### config.mk
export PLATFORM = sky130hd
export DESIGN_NAME = adc_smoothing_transient_envelope
export DESIGN_NICKNAME = d
export VERILOG_FILES = /design/src/rtl/core/adcse_pkg.sv /design/src/rtl/core/adcse_ctrl.sv /design/src/rtl/core/adcse_dpath.sv /design/src/rtl/core/adc_smoothing_transient_envelope.sv
export SDC_FILE = /design/constraint.sdc
export NUM_CORES = 2
export LEC_CHECK = 0
export BUFFER_PORTS_ARGS = -buffer_cell sky130_fd_sc_hd__buf_2
export CORE_MARGIN = 5
export CORE_UTILIZATION = 59
export CTS_BUF_LIST = sky130_fd_sc_hd__clkbuf_4 sky130_fd_sc_hd__clkbuf_8
export DETAILED_ROUTE_END_ITERATION = 8
export HOLD_SLACK_MARGIN = 0.02
export PLACE_DENSITY = 0.85
export SKIP_CTS_REPAIR_TIMING = 1
export SLEW_MARGIN = 5
export SYNTH_ARGS = -nofsm -noshare
export SYNTH_HDL_FRONTEND = slang
export SYNTH_HIERARCHICAL = 1
export SYNTH_SLANG_ARGS = --single-unit
### constraint.sdc
create_clock -name clk_i -period 9.1 [get_ports clk_i]
set_clock_uncertainty 0.15 [all_clocks]
set_input_delay 1.365 -clock clk_i [delete_from_list [all_inputs] [get_ports clk_i]]
set_output_delay 1.365 -clock clk_i [all_outputs]
set_load 0.03 [all_outputs]
### src/rtl/core/adcse_pkg.sv
// Shared types and constants for the ADC smoothing and transient envelope block.
// No dependencies.
package adcse_pkg;

  typedef struct packed {
    logic [2:0] channel;
    logic [9:0] sample;
  } in_item_t;

  typedef struct packed {
    logic [2:0]         channel_out;
    logic [9:0]         average;
    logic [10:0]        scaled;
    logic signed [11:0] deviation;
    logic               transient;
    logic               band_pair;
    logic [9:0]         envelope_first;
    logic [9:0]         envelope_second;
  } out_item_t;

  localparam logic [2:0] REG_ATTEN  = 3'd0;
  localparam logic [2:0] REG_THRESH = 3'd1;
  localparam logic [2:0] REG_WIN0   = 3'd2;
  localparam logic [2:0] REG_WIN1   = 3'd3;
  localparam logic [2:0] REG_WIN2   = 3'd4;
  localparam logic [2:0] REG_WIN3   = 3'd5;

  localparam logic [10:0] GAIN_MODE0 = 11'd2047;
  localparam logic [10:0] GAIN_MODE1 = 11'd1551;
  localparam logic [10:0] GAIN_MODE2 = 11'd1023;

  // controller -> datapath
  typedef struct packed {
    logic load;      // capture input, ring update, front results
    logic push;      // update sum/store of the current band
    logic div_start; // start divider for current band
    logic div_step;  // one quotient bit
    logic div_done;  // write envelope of current band
    logic next_band; // move to second band of pair
    logic finish;    // build output item
  } ctl_t;

  // datapath -> controller
  typedef struct packed {
    logic transient;
    logic div_last;
  } sts_t;

endpackage

### src/rtl/core/adcse_ctrl.sv
// Sequencer for the ADC smoothing block: handshakes and datapath commands.
// Depends on adcse_pkg.
module adcse_ctrl import adcse_pkg::*; (
  input  logic clk_i,
  input  logic rst_ni,
  input  logic in_valid_i,
  output logic in_stall_o,
  output logic out_valid_o,
  input  logic out_stall_i,
  input  sts_t sts_i,
  output ctl_t ctl_o
);

  typedef enum logic [6:0] {
    S_IDLE  = 7'b0000001,
    S_EVAL  = 7'b0000010,
    S_PUSH  = 7'b0000100,
    S_DIV   = 7'b0001000,
    S_NEXT  = 7'b0010000,
    S_FIN   = 7'b0100000,
    S_OUT   = 7'b1000000
  } state_e;

  state_e state_q, state_d;
  logic   second_q, second_d;

  assign in_stall_o  = (state_q != S_IDLE);
  assign out_valid_o = (state_q == S_OUT);

  always_comb begin
    state_d  = state_q;
    second_d = second_q;
    ctl_o    = '0;
    unique case (state_q)
      S_IDLE: begin
        if (in_valid_i) begin
          ctl_o.load = 1'b1;
          second_d   = 1'b0;
          state_d    = S_EVAL;
        end
      end
      S_EVAL: begin
        state_d = sts_i.transient ? S_PUSH : S_FIN;
      end
      S_PUSH: begin
        ctl_o.push      = 1'b1;
        ctl_o.div_start = 1'b1;
        state_d         = S_DIV;
      end
      S_DIV: begin
        ctl_o.div_step = 1'b1;
        if (sts_i.div_last) begin
          ctl_o.div_done = 1'b1;
          state_d        = S_NEXT;
        end
      end
      S_NEXT: begin
        if (second_q) begin
          state_d = S_FIN;
        end else begin
          ctl_o.next_band = 1'b1;
          second_d        = 1'b1;
          state_d         = S_PUSH;
        end
      end
      S_FIN: begin
        ctl_o.finish = 1'b1;
        state_d      = S_OUT;
      end
      S_OUT: begin
        if (!out_stall_i) state_d = S_IDLE;
      end
      default: state_d = S_IDLE;
    endcase
  end

  always_ff @(posedge clk_i or negedge rst_ni) begin
    if (!rst_ni) begin
      state_q  <= S_IDLE;
      second_q <= 1'b0;
    end else begin
      state_q  <= state_d;
      second_q <= second_d;
    end
  end

endmodule

### src/rtl/core/adcse_dpath.sv
// Datapath: sample rings, deviation, band windows and serial envelope divider,
// plus the generic registered-read RAM that holds the band stores. Depends on adcse_pkg.
module adcse_dpath import adcse_pkg::*; #(
  parameter int NUM_CHANNELS = 8,
  parameter int MAX_WINDOW   = 32
) (
  input  logic       clk_i,
  input  logic       rst_ni,
  input  logic       cfg_we_i,
  input  logic [2:0] cfg_idx_i,
  input  logic [10:0] cfg_data_i,
  input  in_item_t   in_i,
  input  ctl_t       ctl_i,
  output sts_t       sts_o,
  output out_item_t  out_o
);

  localparam int WW  = $clog2(MAX_WINDOW + 1);
  localparam int IW  = (MAX_WINDOW > 1) ? $clog2(MAX_WINDOW) : 1;
  localparam int SW  = 10 + WW;
  localparam int CW  = $clog2(SW + 1);
  localparam int CHW = (NUM_CHANNELS > 8) ? $clog2(NUM_CHANNELS) : 3;
  localparam int SD  = 4 * (2 ** IW);
  localparam int AW  = 2 + IW;

  logic [1:0]  atten_q;
  logic [10:0] thresh_q;
  logic [5:0]  win_q [4];

  always_ff @(posedge clk_i or negedge rst_ni) begin
    if (!rst_ni) begin
      atten_q  <= '0;
      thresh_q <= 11'd160;
      for (int b = 0; b < 4; b++) win_q[b] <= 6'd32;
    end else if (cfg_we_i) begin
      unique case (cfg_idx_i)
        REG_ATTEN:  atten_q  <= cfg_data_i[1:0];
        REG_THRESH: thresh_q <= cfg_data_i;
        REG_WIN0:   win_q[0] <= cfg_data_i[5:0];
        REG_WIN1:   win_q[1] <= cfg_data_i[5:0];
        REG_WIN2:   win_q[2] <= cfg_data_i[5:0];
        REG_WIN3:   win_q[3] <= cfg_data_i[5:0];
        default: ;
      endcase
    end
  end

  // ring: NUM_CHANNELS x 4 slots, read one channel at a time
  logic [9:0] ring_q [NUM_CHANNELS][4];
  logic [1:0] slot_q;
  logic       in_range;
  logic [CHW-1:0] ch_ext;
  logic [9:0] r [4];
  logic [11:0] sum4;
  logic [9:0]  avg;
  logic [10:0] gain;
  logic [20:0] prod;
  logic signed [12:0] dev;
  logic [11:0] mag;

  assign ch_ext   = CHW'(in_i.channel);
  assign in_range = (32'(in_i.channel) < NUM_CHANNELS);

  always_comb begin
    for (int k = 0; k < 4; k++) begin
      r[k] = in_range ? ring_q[ch_ext][k] : 10'd0;
      if (2'(k) == slot_q) r[k] = in_i.sample;
    end
    sum4 = 12'(r[0]) + 12'(r[1]) + 12'(r[2]) + 12'(r[3]);
    avg  = sum4[11:2];
    case (atten_q)
      2'd0:    gain = GAIN_MODE0;
      2'd1:    gain = GAIN_MODE1;
      default: gain = GAIN_MODE2;
    endcase
    prod = 21'(avg) * 21'(gain);
    dev  = 13'(r[slot_q]) - 13'(r[slot_q - 2'd1]) + 13'(r[slot_q - 2'd2])
         - 13'(r[slot_q - 2'd3]);
    mag  = dev[12] ? 12'(-dev) : 12'(dev);
  end

  always_ff @(posedge clk_i or negedge rst_ni) begin
    if (!rst_ni) begin
      slot_q <= '0;
      for (int c = 0; c < NUM_CHANNELS; c++)
        for (int k = 0; k < 4; k++) ring_q[c][k] <= '0;
    end else if (ctl_i.load && in_range) begin
      ring_q[ch_ext][slot_q] <= in_i.sample;
      if (32'(in_i.channel) == NUM_CHANNELS - 1) slot_q <= slot_q + 2'd1;
    end
  end

  // captured front results
  logic [2:0]  ch_q;
  logic [9:0]  smp_q, avg_q;
  logic [10:0] scl_q;
  logic [11:0] dev_q;
  logic        trans_q, pair_q, low_q;

  always_ff @(posedge clk_i) begin
    if (ctl_i.load) begin
      ch_q    <= in_i.channel;
      smp_q   <= in_i.sample;
      low_q   <= in_range && (in_i.channel < 3'd4);
      avg_q   <= in_range ? avg : 10'd0;
      scl_q   <= in_range ? prod[20:10] : 11'd0;
      dev_q   <= dev[11:0];
      trans_q <= (mag > 12'(thresh_q));
      pair_q  <= in_i.channel[0];
    end
  end

  assign sts_o.transient = low_q && trans_q;

  // band windows: one store addressed {band, index}; entries at or above a band's
  // fill mark were never written since reset and count as zero
  logic [SW-1:0] bsum_q [4];
  logic [IW-1:0] bidx_q [4];
  logic [WW-1:0] fill_q [4];
  logic [9:0]    env_q [4];
  logic          bsel_q;
  logic [1:0]    band;
  logic [1:0]    rd_band;
  logic [AW-1:0] rd_addr, wr_addr;
  logic [9:0]    old_raw, old;
  logic [WW-1:0] weff;
  logic [IW-1:0] idx;
  logic [SW-1:0] nsum;

  assign band    = {pair_q, bsel_q};
  // the read is issued the cycle before the push of that band, so the registered data is ready for it
  assign rd_band = ctl_i.next_band ? {pair_q, 1'b1} : band;
  assign rd_addr = {rd_band, bidx_q[rd_band]};
  assign wr_addr = {band, idx};

  adcse_ram #(.WIDTH(10), .DEPTH(SD)) u_store (
    .clk_i,
    .we_i(ctl_i.push),
    .waddr_i(wr_addr),
    .wdata_i(smp_q),
    .raddr_i(rd_addr),
    .rdata_o(old_raw)
  );

  always_comb begin
    if (win_q[band] == 6'd0) weff = WW'(1);
    else if (32'(win_q[band]) > MAX_WINDOW) weff = WW'(MAX_WINDOW);
    else weff = WW'(win_q[band]);
    idx  = bidx_q[band];
    old  = (32'(idx) < 32'(fill_q[band])) ? old_raw : 10'd0;
    nsum = bsum_q[band] - SW'(old) + SW'(smp_q);
  end

  // restoring divider: bsum / weff
  logic [SW-1:0] rem_q, quo_q;
  logic [WW-1:0] div_q;
  logic [CW-1:0] cnt_q;
  logic [SW:0]   trial;
  logic [SW-1:0] quo_n;

  assign trial = {rem_q, quo_q[SW-1]} - (SW+1)'(div_q);
  assign quo_n = {quo_q[SW-2:0], ~trial[SW]};
  assign sts_o.div_last = (cnt_q == CW'(1));

  always_ff @(posedge clk_i or negedge rst_ni) begin
    if (!rst_ni) begin
      bsel_q <= 1'b0;
      for (int b = 0; b < 4; b++) begin
        bsum_q[b] <= '0;
        bidx_q[b] <= '0;
        fill_q[b] <= '0;
        env_q[b]  <= '0;
      end
      cnt_q <= '0;
    end else begin
      if (ctl_i.load) bsel_q <= 1'b0;
      if (ctl_i.next_band) bsel_q <= 1'b1;
      if (ctl_i.push) begin
        bsum_q[band] <= nsum;
        bidx_q[band] <= (32'(idx) + 1 >= 32'(weff)) ? '0 : IW'(32'(idx) + 1);
        if (32'(idx) >= 32'(fill_q[band])) fill_q[band] <= WW'(32'(idx) + 1);
      end
      if (ctl_i.div_start) cnt_q <= CW'(SW);
      else if (ctl_i.div_step) cnt_q <= cnt_q - CW'(1);
      if (ctl_i.div_done)
        env_q[band] <= (quo_n > SW'(1023)) ? 10'd1023 : quo_n[9:0];
    end
  end

  always_ff @(posedge clk_i) begin
    if (ctl_i.div_start) begin
      rem_q <= '0;
      quo_q <= nsum;
      div_q <= weff;
    end else if (ctl_i.div_step) begin
      rem_q <= trial[SW] ? {rem_q[SW-2:0], quo_q[SW-1]} : trial[SW-1:0];
      quo_q <= quo_n;
    end
  end

  always_ff @(posedge clk_i) begin
    if (ctl_i.finish) begin
      out_o.channel_out     <= ch_q;
      out_o.average         <= avg_q;
      out_o.scaled          <= scl_q;
      out_o.deviation       <= low_q ? dev_q : 12'd0;
      out_o.transient       <= low_q && trans_q;
      out_o.band_pair       <= low_q && pair_q;
      out_o.envelope_first  <= low_q ? env_q[{pair_q, 1'b0}] : 10'd0;
      out_o.envelope_second <= low_q ? env_q[{pair_q, 1'b1}] : 10'd0;
    end
  end

endmodule

// Generic RAM: one write port, one read port with registered read data.
module adcse_ram #(
  parameter int WIDTH = 8,
  parameter int DEPTH = 16
) (
  input  logic                     clk_i,
  input  logic                     we_i,
  input  logic [$clog2(DEPTH)-1:0] waddr_i,
  input  logic [WIDTH-1:0]         wdata_i,
  input  logic [$clog2(DEPTH)-1:0] raddr_i,
  output logic [WIDTH-1:0]         rdata_o
);

  logic [WIDTH-1:0] mem_q [DEPTH];
  logic [WIDTH-1:0] rdata_q;

  always_ff @(posedge clk_i) begin
    if (we_i) mem_q[waddr_i] <= wdata_i;
    rdata_q <= mem_q[raddr_i];
  end

  assign rdata_o = rdata_q;

endmodule

### src/rtl/core/adc_smoothing_transient_envelope.sv
// Top level of the ADC smoothing and transient envelope block.
// Depends on adcse_pkg, adcse_ctrl and adcse_dpath.
// One sample at a time: a plain sample goes through the evaluate, finish and output
// states; a transient sample also runs, for each band of its pair, a push and the
// bit-serial divider of width SW = 10 + clog2(MAX_WINDOW+1) before finishing.
// The next sample is taken the cycle after the result transfer.
module adc_smoothing_transient_envelope import adcse_pkg::*; #(
  parameter int NUM_CHANNELS = 8,
  parameter int MAX_WINDOW   = 32
) (
  input  logic        clk_i,
  input  logic        rst_ni,
  input  logic        cfg_we_i,
  input  logic [2:0]  cfg_idx_i,
  input  logic [10:0] cfg_data_i,
  input  logic        in_valid_i,
  output logic        in_stall_o,
  input  in_item_t    in_data_i,
  output logic        out_valid_o,
  input  logic        out_stall_i,
  output out_item_t   out_data_o
);

  ctl_t ctl;
  sts_t sts;

  adcse_ctrl u_ctrl (
    .clk_i, .rst_ni, .in_valid_i, .in_stall_o, .out_valid_o, .out_stall_i,
    .sts_i(sts), .ctl_o(ctl)
  );

  adcse_dpath #(.NUM_CHANNELS(NUM_CHANNELS), .MAX_WINDOW(MAX_WINDOW)) u_dpath (
    .clk_i, .rst_ni, .cfg_we_i, .cfg_idx_i, .cfg_data_i,
    .in_i(in_data_i), .ctl_i(ctl), .sts_o(sts), .out_o(out_data_o)
  );

  a_no_accept_busy: assert property (@(posedge clk_i) disable iff (!rst_ni)
    out_valid_o |-> in_stall_o) else $error("input taken while result pending");
  a_out_hold: assert property (@(posedge clk_i) disable iff (!rst_ni)
    (out_valid_o && out_stall_i) |=> out_valid_o) else $error("result dropped");
  a_nontrans: assert property (@(posedge clk_i) disable iff (!rst_ni)
    (out_valid_o && out_data_o.channel_out > 3'd3) |-> !out_data_o.transient)
    else $error("transient on high channel");

endmodule

==> metrics list <==
- Total routing resource utilization after global routing: approximately 28%
- Summed over all layers, the global routing overflow is 0.
* Register clock-pin slew on the reported worst setup and hold paths: ~0.06 ns
* Depth of the CTS H-tree: 5
- In this run the worst path has a maximum fanout of 10.
- The layout has between 9000 and 10000 filler cells.
- After routing the design area is 0.09760 mm².
- The cell that appears most often on the critical path is fa_1.
- Total setup violations reported at the end of the flow: 0
- Net count of the finished layout: about 5900
- Pre-antenna DRT Iters: 6
* Required time of the critical path: 9.68 ns
* Area contributors post-synth: edfxtp_1, dfrtp_1, mux4_2
- Detailed-route vias per instance: between 6 and 7
- The count of buffers added on input and output ports is 91.
* Area of the die: between 0.15 and 0.2 mm²
- At the pin with the least slew margin, the transition time is roughly 1.4 ns.
- Most common library cells after synthesis: edfxtp_1, dfrtp_1, mux4_2
- Summed over all instances, the cell type with the most area after synthesis is edfxtp_1.
* Dominant delay contributor by cell family on the critical path: adder cells
- The flow ran to the end, and the final reports show no timing, DRC or antenna violations.
- The floorplan step set the die height to 392.9 µm.
- Critical path capture point type: register
* Via count of the first global-routing pass: 51986
- The sequential cells in the finished layout cover a total of between 0.05 and 0.06 mm².
- Core outline area: ~0.15 mm²
- In the synthesized netlist the dominant register cell turns out to be edfxtp_1.
* Final wirelength: between 200000 and 250000 µm
- Vias after detailed routing: roughly 50000
* Max Slew Vio Count: 0
- In this run the register-to-register setup slack is roughly 0.42 ns.
- Once detail routing completed, the nets flagged for antenna violations numbered 0.
* Wire length per cell: 27.44 µm
* CTS Buf Count: approximately 320
- Clock tree from TritonCTS: built
* Final Hold Vio Count: 0
- The worst path in the final design needs a cycle of 8.858 ns, including I/O delays and setup.
- The initial utilization of the core area, before any placement, comes to 59.34%.
- Number of core rows: 140
- After detailed placement, the total cell area comes to approximately 0.091 mm².
* Area delta synth->final: 12.85%
- Headroom to the max-slew limit came out at 9.343%.
- Most frequently used cell type in the post-synthesis netlist: edfxtp_1
* Final core utilization: about two thirds
* Async set-reset flop share out of synthesis: between 20% and 30%
* Area share of the leading cell type in the synthesized netlist: 48.89%
- Among all stages on the critical path, the largest delay is contributed by fa_1.
* Width of the chip: between 300 and 400 µm
- By startpoint and endpoint, the worst setup path is classified as input port to register.
- Iteration-0 DRC count of the detailed router: 6125
* Final worst path period share: between 90% and 100%
* Library cells used by synthesis: between 80 and 90
- Insertion delay to the later sink of the worst-skew pair: just over 1 ns
- Number of max-cap violations: 0
* Setup crit start kind: input port
- between 90 and 100 I/O pins were placed.
- Largest net degree at the start of global routing: between 150 and 200
- Arr. time, crit path: ~9.4 ns
- Clock sink count: between 1500 and 2000
- Synth Instances: slightly above 5000
- Longest individual stage delay on the worst path: 0.56 ns
- At the end of routability-driven placement, the weighted congestion stood at 0.8983.
* Share of synthesized area occupied by flip-flops and latches: ~65%
- Fmax: 0.1129 GHz
- Together, buffers and inverters on the worst path number 8.
- In the final layout, the multi-input gates occupy approximately 0.029 mm².
- Yosys warning total: 6
* Number of antenna violations at the first check in global routing: 12
* Post-Synthesis Mean Instance Area: 16.69 µm²
- Fraction of final layout cells sized beyond drive strength 1: between 30% and 40%
- Synthesis produced a netlist with a net count of about 5500.
- Root Buffer: clkbuf_8
- Hold WC Path Type: register to register
- The synthesized design contains 1408 enable-type register cells.
- Clk buf depth: 4
* Seq cells post-synth: between 1500 and 2000
- Setup TNS after final layout: 0 ns
- First-pass GRT wire length: 323200 µm
- In the routed design, unresolved DRC markers number 0.
* Half-perimeter wire length after placement: ~140000 µm
- The synthesized netlist occupies a cell area of ~0.086 mm².
-- worst reg2reg max path: cells and delay by family, from the launching register on --
kind / cells / cell delay [ns]
AND/OR/NAND/NOR: 3 / 0.54
flip-flops: 1 / 0.50
AO/OA/AOI/OAI: 10 / 1.74
XOR/XNOR: 3 / 0.43
adder cells (fa/ha/maj): 10 / 4.41
buffers and inverters: 7 / 0.70
-- stage by stage --
| stage | worst slack, ns | hold slack, ns | instances |
|---|---|---|---|
| 6_report | 0.2419 | 0.2640 | 7800 |
| 5_1_grt | -0.02424 | 0.2721 | 7797 |
| 4_1_cts | 0.2071 | 0.2393 | 7786 |
| 3_5_place_dp | -0.8399 | 0.2570 | 7222 |
| 3_3_place_gp | -0.7091 | 0.2517 | 7222 |
| 2_1_floorplan | -0.1468 | 0.2503 | 5183 |
-- final timing paths --
check	start	end	depth (start not counted)
worst max-delay path	in_data_i[10]	u_dpath/scl_q[6]	33
worst min-delay path	u_dpath/avg_q[3]	u_dpath/out_o[48]	0
worst max register to register	u_dpath/slot_q[0]	u_dpath/scl_q[6]	33
worst min register to register	u_dpath/avg_q[3]	u_dpath/out_o[48]	0
max in group asynchronous	rst_ni	u_dpath/bsum_q[36]	3
min in group asynchronous	rst_ni	u_dpath/ring_q[71]	1
-- area by class of cell --
cell class / instances / share of cell area (%)
diodes: 8 / 0.02051
clock buffers: 462 / 5.810
clock inverters: 102 / 0.7371
inverters: 244 / 0.9384
multi-input cells: 2703 / 29.65
flip-flops and latches: 1955 / 57.23
well taps: 1917 / 2.458
repair buffers: 409 / 3.156
-- state kept, by name, indices dropped and copies added, names as in the netlist, 12 cells and up --
signal and flops:
u_dpath/bidx_q 20, u_dpath/ring_q 320, u_dpath/out_o 58, u_dpath/quo_q 16
u_dpath/fill_q 24, u_dpath/u_store/mem_q 1280, u_dpath/dev_q 12, u_dpath/rem_q 16
u_dpath/env_q 40, u_dpath/win_q 24, u_dpath/bsum_q 64
-- metal layers --
layer | share of wire [%] | vias up | GRT usage, %
met5 | 0.014 | - | 0
met4 | 4.5 | 4 | 11.59
met3 | 10 | 612 | 6.560
met2 | 49 | 3105 | 44.79
met1 | 37 | 25745 | 37.41
li1 | - | 20893 | -
-- cells in the final DEF (no fill, tap or decap), types with 28 or more instances in the layout --
cell / instances
a21o_1: 41
a21oi_1: 109
buf_2: 89
buf_4: 302
clkbuf_4: 110
clkbuf_8: 352
clkinv_1: 44
clkinv_2: 36
dfrtp_1: 512
edfxtp_1: 1408
fa_1: 97
ha_1: 132
inv_1: 235
mux2_2: 425
mux2i_1: 107
mux4_2: 485
nand2_1: 263
nand2b_1: 28
nand3_1: 45
nor2_1: 273
nor2b_1: 54
o21ai_0: 166
xnor2_1: 39
-- cells by family (layout without fill, tap and decap cells) --
logic type	Yosys count	in the layout	synth area share, %
xor gates and xnor gates	68	68	0.6886
AOI/OAI and AO/OA	520	520	3.805
and+or+nand+nor	850	850	4.645
adders and majority gates	239	239	4.326
other	0	8	0
muxes	1026	1026	19.57
DFF	1955	1955	64.58
buffers and inverters	525	1217	2.394
Power is left out: the tool's default activity adds up to more than one toggle a clock period on the data nets, which glitch-free logic cannot reach.
